===== config.mk =====
export PLATFORM = sky130hd
export DESIGN_NAME = anchor_target_kmer_extractor
export DESIGN_NICKNAME = d
export VERILOG_FILES = /design/src/rtl/atke_pkg.sv /design/src/rtl/anchor_target_kmer_extractor.sv /design/src/rtl/atke_cell.sv /design/src/rtl/atke_out_buf.sv
export SDC_FILE = /design/constraint.sdc
export NUM_CORES = 2
export LEC_CHECK = 0
export CAP_MARGIN = 20
export CORE_ASPECT_RATIO = 0.7
export CORE_MARGIN = 2
export CORE_UTILIZATION = 50
export CTS_CLUSTER_DIAMETER = 80
export CTS_CLUSTER_SIZE = 14
export DETAILED_ROUTE_END_ITERATION = 12
export DONT_BUFFER_PORTS = 1
export SLEW_MARGIN = 20
export SYNTH_ARGS = -nofsm -noshare
export SYNTH_HDL_FRONTEND = slang
export SYNTH_SLANG_ARGS = --single-unit

===== constraint.sdc =====
create_clock -name clk_i -period 19.8 [get_ports clk_i]
set_input_delay 5.94 -clock clk_i [delete_from_list [all_inputs] [get_ports clk_i]]
set_output_delay 5.94 -clock clk_i [all_outputs]
set_load 0.005 [all_outputs]

===== src/rtl/atke_pkg.sv =====
// shared types, constants and the base encoder for the anchor/target k-mer extractor
package atke_pkg;

  localparam int MAX_KMER  = 32;
  localparam int LEN_W     = 6;
  localparam int BASE_W    = 8;
  localparam int KMER_W    = 64;
  localparam int POS_W     = 7;
  localparam int CFG_IDX_W = 1;

  localparam logic [LEN_W-1:0] LEN_RESET = 6'd27;
  localparam logic [POS_W-1:0] POS_MAX   = 7'd127;

  // configuration register indexes
  localparam logic [CFG_IDX_W-1:0] CFG_ANCHOR_LENGTH = 1'b0;
  localparam logic [CFG_IDX_W-1:0] CFG_TARGET_LENGTH = 1'b1;

  // one window slot: 2-bit code and its invalid mark
  typedef struct packed {
    logic       bad;
    logic [1:0] code;
  } sym_t;

  function automatic sym_t encode_base(input logic [BASE_W-1:0] b);
    sym_t s;
    s.bad  = 1'b0;
    s.code = 2'd0;
    unique case (b)
      8'h41, 8'h61: s.code = 2'd0;
      8'h43, 8'h63: s.code = 2'd1;
      8'h47, 8'h67: s.code = 2'd2;
      8'h54, 8'h74: s.code = 2'd3;
      default:      s.bad  = 1'b1;
    endcase
    return s;
  endfunction

  // zero acts as one, above the maximum acts as the maximum
  function automatic logic [LEN_W-1:0] clamp_len(input logic [LEN_W-1:0] v,
                                                 input logic [LEN_W-1:0] max_len);
    logic [LEN_W-1:0] r;
    priority if (v == '0) begin
      r = LEN_W'(1);
    end else if (v > max_len) begin
      r = max_len;
    end else begin
      r = v;
    end
    return r;
  endfunction

endpackage


===== src/rtl/anchor_target_kmer_extractor.sv =====
// top level of the anchor/target k-mer extractor: window cell chain, k-mer taps, output buffer
//
// usage:
//   s_axis carries one sequence character per request: tdata[7:0] is the raw byte, tuser
//   marks the first character of a new read. A, C, G, T in either case are valid symbols.
//   m_axis carries one result per qualifying character: tdata[63:0] anchor k-mer,
//   tdata[127:64] target k-mer (zero when the target holds an invalid symbol), tuser the
//   target valid flag. k-mers are packed 2 bits per symbol, oldest symbol most significant.
//   cfg_we_i with cfg_idx_i writes anchor length (index 0) or target length (index 1);
//   lengths are clamped to 1..MAX_KMER; the user writes them only while idle (not enforced).
// timing:
//   one character per cycle sustained while s_axis_tready is high; a result is registered
//   in the output buffer when its character is taken. The cost per item is set by the single
//   shift of the cell chain and the variable anchor tap.
// reset:
//   clears the window cells, the read position and the output buffer; lengths return to 27.
// stall:
//   a two-entry output buffer (output register plus skid) holds results; s_axis_tready
//   drops only once both entries are full, and only characters are held, none are lost.
module anchor_target_kmer_extractor #(
  parameter int MAX_KMER = atke_pkg::MAX_KMER
) (
  input  logic                             clk_i,
  input  logic                             rst_ni,
  input  logic                             s_axis_tvalid,
  output logic                             s_axis_tready,
  input  logic [atke_pkg::BASE_W-1:0]      s_axis_tdata,   // [7:0] base
  input  logic                             s_axis_tuser,   // [0] read_start
  output logic                             m_axis_tvalid,
  input  logic                             m_axis_tready,
  output logic [2*atke_pkg::KMER_W-1:0]    m_axis_tdata,   // [63:0] anchor_kmer, [127:64] target_kmer
  output logic                             m_axis_tuser,   // [0] target_valid
  input  logic                             cfg_we_i,
  input  logic [atke_pkg::CFG_IDX_W-1:0]   cfg_idx_i,
  input  logic [atke_pkg::LEN_W-1:0]       cfg_wdata_i
);

  localparam int WIN    = 2 * MAX_KMER;
  localparam int IDX_W  = (WIN > 1) ? $clog2(WIN) : 1;
  localparam int LEN_W  = atke_pkg::LEN_W;
  localparam int POS_W  = atke_pkg::POS_W;
  localparam int KMER_W = atke_pkg::KMER_W;
  localparam int RES_W  = 2 * KMER_W + 1;
  localparam logic [LEN_W-1:0] MaxLen = LEN_W'(MAX_KMER);

  logic [LEN_W-1:0] anchor_len_q, target_len_q;
  logic [POS_W-1:0] pos_q, pos_d;
  logic             accept;
  atke_pkg::sym_t   new_sym;
  atke_pkg::sym_t   win [WIN];

  logic [LEN_W-1:0]  alen, tlen;
  logic [LEN_W:0]    total;
  logic [KMER_W-1:0] anchor_kmer, target_kmer;
  logic              anchor_ok, target_ok, emit;
  logic [RES_W-1:0]  res_in, res_out;

  assign accept  = s_axis_tvalid && s_axis_tready;
  assign new_sym = atke_pkg::encode_base(s_axis_tdata);

  // configuration registers
  always_ff @(posedge clk_i or negedge rst_ni) begin
    if (!rst_ni) begin
      anchor_len_q <= atke_pkg::LEN_RESET;
      target_len_q <= atke_pkg::LEN_RESET;
    end else if (cfg_we_i) begin
      unique case (cfg_idx_i)
        atke_pkg::CFG_ANCHOR_LENGTH: anchor_len_q <= cfg_wdata_i;
        atke_pkg::CFG_TARGET_LENGTH: target_len_q <= cfg_wdata_i;
        default: ;
      endcase
    end
  end

  // read position, saturating
  always_comb begin
    pos_d = s_axis_tuser ? '0 : pos_q;
    if (pos_d != atke_pkg::POS_MAX) begin
      pos_d = pos_d + 1'b1;
    end
  end

  always_ff @(posedge clk_i or negedge rst_ni) begin
    if (!rst_ni) begin
      pos_q <= '0;
    end else if (accept) begin
      pos_q <= pos_d;
    end
  end

  // window chain, cell 0 holds the newest symbol
  for (genvar i = 0; i < WIN; i++) begin : g_cell
    atke_pkg::sym_t cell_in;
    if (i == 0) begin : g_head
      assign cell_in = new_sym;
    end else begin : g_link
      assign cell_in = win[i-1];
    end
    atke_cell u_cell (
      .clk_i   (clk_i),
      .rst_ni  (rst_ni),
      .shift_i (accept),
      .sym_i   (cell_in),
      .sym_o   (win[i])
    );
  end

  assign alen  = atke_pkg::clamp_len(anchor_len_q, MaxLen);
  assign tlen  = atke_pkg::clamp_len(target_len_q, MaxLen);
  assign total = {1'b0, alen} + {1'b0, tlen};

  // taps taken from the window as it stands after this shift: slot k is old cell k-1
  always_comb begin
    logic [LEN_W:0] a_idx;
    anchor_kmer = '0;
    target_kmer = '0;
    anchor_ok   = 1'b1;
    target_ok   = !new_sym.bad;
    target_kmer[1:0] = new_sym.code;
    for (int j = 0; j < MAX_KMER; j++) begin
      a_idx = {1'b0, tlen} - 1'b1 + (LEN_W+1)'(j);
      if ((LEN_W+1)'(j) < {1'b0, alen}) begin
        anchor_kmer[2*j +: 2] = win[a_idx[IDX_W-1:0]].code;
        if (win[a_idx[IDX_W-1:0]].bad) begin
          anchor_ok = 1'b0;
        end
      end
    end
    for (int j = 1; j < MAX_KMER; j++) begin
      if ((LEN_W+1)'(j) < {1'b0, tlen}) begin
        target_kmer[2*j +: 2] = win[j-1].code;
        if (win[j-1].bad) begin
          target_ok = 1'b0;
        end
      end
    end
    if (!target_ok) begin
      target_kmer = '0;
    end
  end

  // total and the read position share one width
  assign emit   = accept && anchor_ok && (total <= pos_d);
  assign res_in = {target_ok, target_kmer, anchor_kmer};

  atke_out_buf #(
    .W (RES_W)
  ) u_out_buf (
    .clk_i   (clk_i),
    .rst_ni  (rst_ni),
    .push_i  (emit),
    .data_i  (res_in),
    .ready_o (s_axis_tready),
    .valid_o (m_axis_tvalid),
    .data_o  (res_out),
    .ready_i (m_axis_tready)
  );

  assign m_axis_tdata = res_out[2*KMER_W-1:0];
  assign m_axis_tuser = res_out[RES_W-1];

endmodule


===== src/rtl/atke_cell.sv =====
// one window cell: holds a symbol and passes it to the next cell on each accepted request
module atke_cell (
  input  logic            clk_i,
  input  logic            rst_ni,
  input  logic            shift_i,
  input  atke_pkg::sym_t  sym_i,
  output atke_pkg::sym_t  sym_o
);

  atke_pkg::sym_t sym_q, sym_d;

  always_comb begin
    sym_d = shift_i ? sym_i : sym_q;
  end

  always_ff @(posedge clk_i or negedge rst_ni) begin
    if (!rst_ni) begin
      sym_q <= '0;
    end else begin
      sym_q <= sym_d;
    end
  end

  assign sym_o = sym_q;

endmodule


===== src/rtl/atke_out_buf.sv =====
// output register with a skid stage so the input side keeps flowing under a stall
module atke_out_buf #(
  parameter int W = 8
) (
  input  logic         clk_i,
  input  logic         rst_ni,
  input  logic         push_i,
  input  logic [W-1:0] data_i,
  output logic         ready_o,
  output logic         valid_o,
  output logic [W-1:0] data_o,
  input  logic         ready_i
);

  logic         out_v_q, out_v_d;
  logic         skid_v_q, skid_v_d;
  logic [W-1:0] out_q, out_d;
  logic [W-1:0] skid_q, skid_d;
  logic         out_fire;

  assign out_fire = out_v_q && ready_i;

  always_comb begin
    out_v_d  = out_v_q;
    skid_v_d = skid_v_q;
    out_d    = out_q;
    skid_d   = skid_q;
    if (skid_v_q) begin
      if (out_fire) begin
        out_d    = skid_q;
        skid_v_d = 1'b0;
      end
    end else if (push_i) begin
      if (!out_v_q || out_fire) begin
        out_d   = data_i;
        out_v_d = 1'b1;
      end else begin
        skid_d   = data_i;
        skid_v_d = 1'b1;
      end
    end else if (out_fire) begin
      out_v_d = 1'b0;
    end
  end

  always_ff @(posedge clk_i or negedge rst_ni) begin
    if (!rst_ni) begin
      out_v_q  <= 1'b0;
      skid_v_q <= 1'b0;
    end else begin
      out_v_q  <= out_v_d;
      skid_v_q <= skid_v_d;
    end
  end

  always_ff @(posedge clk_i) begin
    out_q  <= out_d;
    skid_q <= skid_d;
  end

  assign ready_o = !skid_v_q;
  assign valid_o = out_v_q;
  assign data_o  = out_q;

endmodule


# Word-level counts from Yosys, hierarchy flattened
# Cells that the tools add are included.
# totals
reg_bits,471
in_bits,21
out_inout_bits,131
wordCells,639
# op_classes
add_sub_neg,34
order_cmp,98
n_eq_ne,11
muxes,305
bitwise,35
reduce_logical,21
# ops
operator,n
3-bit binary-select mux with 6-bit select,32
129-bit two-way mux,4
"7-bit greater-or-equal comparator, second input constant",32
6-bit NOT with 7-bit output,32
"5-bit by 6-bit < comparator with 1-bit output, first input constant",32
3-bit two-way mux,64
1-bit two-way mux,134
2-bit two-way mux,63
"6-bit by 5-bit adder with 6-bit output, second input constant",16
"4-bit by 6-bit < comparator with 1-bit output, first input constant",16
"8-bit by 7-bit equality test with 1-bit output, second input constant",8
64-bit two-way mux,1
"6-bit by 4-bit adder with 6-bit output, second input constant",8
"3-bit by 6-bit < comparator with 1-bit output, first input constant",8
"6-bit by 3-bit adder with 6-bit output, second input constant",4
"2-bit by 6-bit < comparator with 1-bit output, first input constant",4
6-bit two-way mux,4
"1-bit by 6-bit < comparator with 1-bit output, first input constant",3
7-bit two-way mux,2
"6-bit by 2-bit adder with 6-bit output, second input constant",2
"6-bit greater-than comparator, second input constant",2
6-bit zero test,2
3-bit AND reduction,3
8-bit OR reduction,1
16 further kinds,27

# Logic depth before layout (Yosys ltp)
# logic_depth
word_depth,76
mapped_depth,29

# Hierarchy
# From an unflattened synthesis, not the netlist that was laid out.
# unflattened
cells_unflattened,3346
area_unflattened_um2,36384.9
# by_module_without_submodules
module,n_inst,cells_per_inst,area_per_inst_um2,seq_area_each_um2
anchor_target_kmer_extractor,1,2549,19821.5,485.5
atke_out_buf,1,413,9596.7,7797.5
atke_cell,64,6,108.9,75.1

# Worst setup path after synthesis
# No wires, ideal clock.
# synth_timing
kind,in2reg
startpoint,input s_axis_tuser
endpoint,"register u_out_buf.out_q[0], in the netlist u_out_buf.data_o[0] (enable)"
arrival_ns,15.046
path_slack_ns,4.093
stages,18
path_buffers,0
cell_sequence,nor2b_1 ha_1 and4_1 and3_1 nand2_1 mux2i_1 ha_1 nor2b_1 o21a_1 o21a_1 o21a_1 o21ai_0 a21oi_1 nor4_1 nand4_1 and4b_1 nand4_2 a21oi_1
# synth_via
elab_chain_len,7
word_cells_on_any_way,8
# synth_lines
item,line_no,text
start: declaration,anchor_target_kmer_extractor.sv:28,"input logic s_axis_tuser,"
7-bit two-way mux (*),anchor_target_kmer_extractor.sv:77,pos_d = s_axis_tuser ? '0 : pos_q;
7-bit by 1-bit adder with 7-bit output or 7-bit inequality test (tied branches),"anchor_target_kmer_extractor.sv:79, anchor_target_kmer_extractor.sv:78",
7-bit two-way mux (*),anchor_target_kmer_extractor.sv:78,if (pos_d != atke_pkg::POS_MAX) begin
7-bit less-or-equal comparator (*),anchor_target_kmer_extractor.sv:143,assign emit = accept && anchor_ok && (total <= pos_d);
1-bit logical AND (*),anchor_target_kmer_extractor.sv:143,
2-bit nonzero test (no line) (*),n/a,
3-bit AND reduction (no line) (*),n/a,
end signal: assignment,atke_out_buf.sv:57,out_q <= out_d;
end: declaration,atke_out_buf.sv:17,"logic [W-1:0] out_q, out_d;"
# Every way passes the cells marked *; elsewhere a longest branch is shown, timed or not.
# A chain may end at the register's enable or synchronous reset.

# Worst setup path in the final report
# layout_timing
startpoint,input s_axis_tuser
endpoint,register u_out_buf.skid_q[107] (enable)
# layout_via
elab_chain_len,6
word_cells_on_any_way,7
# layout_lines
item,line_no,text
7-bit two-way mux (*),anchor_target_kmer_extractor.sv:77,
7-bit by 1-bit adder with 7-bit output or 7-bit inequality test (tied branches),"anchor_target_kmer_extractor.sv:79, anchor_target_kmer_extractor.sv:78",
7-bit two-way mux (*),anchor_target_kmer_extractor.sv:78,
7-bit less-or-equal comparator (*),anchor_target_kmer_extractor.sv:143,
1-bit logical AND (*),anchor_target_kmer_extractor.sv:143,
3-bit AND reduction (no line) (*),n/a,
end signal: assignment,atke_out_buf.sv:58,skid_q <= skid_d;
end: declaration,atke_out_buf.sv:18,"logic [W-1:0] skid_q, skid_d;"
# Marked as above.

==> summary.md <==
| Metric | Value |
|---|---|
| Number of global-route vias before repair | `25.8k` |
| Finished Cell Area | `37300 um^2` |
| Mean Syn Cell Area | `10.6 um^2` |
| Clock Skews | `0.0187 ns` |
| Worst hold path class | `reg -> reg` |
| Site row count | `81` |
| Via count | `28.5k` |
| Root Buffer Master | `clkbuf_16` |
| Number of DRC markers in iteration 0 | `4165` |
| Final WL | `134 mm` |
| Crit-path max FO | `64` |
| Clock buffer count from CTS | `40` |
| GP Congestion | `1.03` |
| Buffer count from post-CTS setup fixing | `0` |
| CTS max path bufs | `3` |
| Post-route setup TNS | `0 ns` |
| Post-Syn Area | `35400 um^2` |
| Critical path required time | `20.01 ns` |
| Fmax | `0.0857 GHz` |
| HPWL Detailed | `102 mm` |
| Yosys reg bits | `471` |
| Initial antenna violation count | `12` |
| Worst R2R Setup Slack | `8.96 ns` |
| Die Ht | `227 um` |
| Finished Layout Cells | `4132` |
| DIE AREA | `72900 um^2` |
| Synth warn | `0` |
| Pwr Density | `106 nW/um^2` |
| Peak VDD IR | `0.0807 mV` |
| Final setup viols | `0` |
| CTS Sinks | `471` |
| Final worst path period share | `59.0%` |
| Unrepaired setup endpoints after global routing | `false` |
| Fin nets | `3254` |
| Largest net degree at the start of global routing | `214` |
| Number of synthesized flops with an enable pin | `258` |
| I/O pin cnt | `152` |
| H-tree Lvls | `2` |
| First-pass GRT wire length | `190 mm` |
| Total power | `0.00396 W` |
| Routed Antenna Nets | `0` |
| Status | `complete, no violations` |
| Crit end category | `register` |
| Top cell type's share of synthesized area | `21.9%` |
| Post-DR vias/cell | `6.90` |
| Fraction of layout cells with a size suffix above 1 | `21.2%` |
| Core Region | `69900 um^2` |
| Arr. time, crit path | `11.89 ns` |
| Top_reg_cell synth | `edfxtp_1` |
| Post-Synthesis Cells | `3333` |
| Most common cell after layout, fill and taps aside | `mux2i_1` |
| Sequential area share after synthesis | `37.0%` |
| Pleak | `14.7 nW` |
| Cell taking the most area after synthesis | `edfxtp_1` |
| Gr ovfl total | `0` |
| Actual slew at the worst max-slew pin | `1.33 ns` |
| Buffers on Ports | `0` |
| Fillers | `6096` |
| Die Wd | `322 um` |
| Post-synth ARST share | `45.2%` |
| Cell variety after synth | `86` |
| Layout area overhead | `5.49%` |
| Top post-synthesis cells by area | `edfxtp_1, dfrtp_1, mux2i_1` |
| Final worst slack | `8.13 ns` |
| Commonest cells after routing, fill and taps aside | `mux2i_1, nand2_1, mux2_2` |
| Startpoint Class | `input pin` |
| Endpoints failing hold | `0` |
| Cells after DPL | `4057` |
| Slew headroom | `10.8%` |
| DR DRC count | `0` |
| Post-CTS sizing | `0` |
| Initial Utilization | `50.6%` |
| Clock Latency Late Sink | `0.60 ns` |
| CTS Hold Bufs | `0` |
| Area post-placement | `36100 um^2` |
| CTS tree | `built` |
| Syn_nets | `3400` |
| CTS clock-pin slew for the worst setup and hold paths | `0.07 ns` |
| Gr usage total | `36.1%` |
| Place WS | `7.59 ns` |
| Tmin final | `11.67 ns` |
| Initial DRT Pass Iterations | `8` |
| Max-cap violations | `0` |
| DR WL/cell | `32.3 um` |
| Final max-slew violation count | `0` |
| Kind of critical path | `in -> reg` |
-- critical path, stage by stage --
cell,delay (ns)
nor2b_1,0.17
ha_1,0.21
and4_1,0.22
and3_1,0.19
nand2_1,0.14
and4_1,0.27
xnor2_1,0.32
ha_1,0.31
o21a_1,0.11
o21a_1,0.16
o21ai_0,0.17
a21oi_1,0.11
nor4_1,0.49
nand4_1,0.12
and4b_1,0.29
nand4_2,0.31
nor3b_4,0.76
buf_4,0.66
buf_4,0.74
-- layout make-up --
class	count	area (um^2)	share of cell area, %
antenna	3	7.51	0.0201
clock buffer	67	1140	3.06
clock inverter	4	38.8	0.104
inverter	47	186	0.500
multi-input combinational	2558	21200	56.7
sequential	471	13100	35.1
tap	913	1140	3.06
timing repair buffer	69	538	1.44
-- sequential cells by signal, summed over array words and instances (netlist names) --
register	cells
g_cell.u_cell.sym_o	192
u_out_buf.skid_q	129
u_out_buf.valid_o	1
target_len_q	6
anchor_len_q	6
u_out_buf.data_o	129
pos_q	7
u_out_buf.skid_v_q	1
-- path summary, 6_finish.rpt --
kind,end,cells after the start,startpoint
worst min register to register,pos_q[1]$_DFFE_PN0P_,2,pos_q[1]$_DFFE_PN0P_
worst min-delay path,pos_q[1]$_DFFE_PN0P_,2,pos_q[1]$_DFFE_PN0P_
max in group asynchronous,g_cell[41].u_cell.sym_o[0]$_DFFE_PN0P_,0,rst_ni
worst max register to register,u_out_buf.skid_q[107]$_DFFE_PP_,18,target_len_q[1]$_DFFE_PN1P_
min in group asynchronous,g_cell[59].u_cell.sym_o[2]$_DFFE_PN0P_,0,rst_ni
worst max-delay path,u_out_buf.skid_q[107]$_DFFE_PP_,19,s_axis_tuser
-- synth_stat cells, drive strengths merged, types with 14 or more instances --
cell type,n
a21oi,75
o221ai,14
nor2,124
nand2b,26
o21ai,81
nor3,83
a21o,14
a211oi,29
nor2b,37
dfrtp,205
and3,97
nand3,45
nand2,466
inv,44
a22oi,23
a31oi,76
nor4,14
and2,80
a22o,14
buf,101
mux4,126
ha,45
mux2,385
xnor2,57
mux2i,483
edfxtp,258
clkbuf,156
-- layer usage --
| layer | GRT usage, % | vias to the layer above | routed length, um |
|---|---|---|---|
| met3 | 9.84 | 179 | 16300 |
| met1 | 56.0 | 14500 | 60500 |
| met2 | 49.8 | 1697 | 53600 |
| li1 | - | 12100 | - |
| met5 | 0 | - | 13 |
| met4 | 7.25 | 2 | 3040 |
-- metrics by stage --
step / hold WS, ns / util [%]
after floorplan: 0.442 / -
after global placement: 0.455 / 51.6
after detailed placement: 0.463 / 51.6
after CTS: 0.481 / 53.3
after global routing: 0.540 / 53.3
final: 0.479 / 53.4
-- power breakdown --
| part | internal, W | leakage (nW) | switching (W) |
|---|---|---|---|
| Clock | 0.000395 | 0.569 | 0.000370 |
| Combinational | 0.000736 | 9.17 | 0.00138 |
| Sequential | 0.00105 | 4.97 | 0.0000200 |
-- cell families (layout without fill, tap and decap cells) --
kind of cell	Yosys count	count (layout)	share of synthesized area, %
other	0	3	0
DFF	471	471	37.0
buffers and inverters	304	187	3.60
xor gates and xnor gates	66	66	1.99
adders and majority gates	47	47	1.68
AOI/OAI and AO/OA	420	420	7.84
and+or+nand+nor	1031	1031	13.9
muxes	994	994	34.0
No activity file was read; power rests on OpenSTA's default activity.
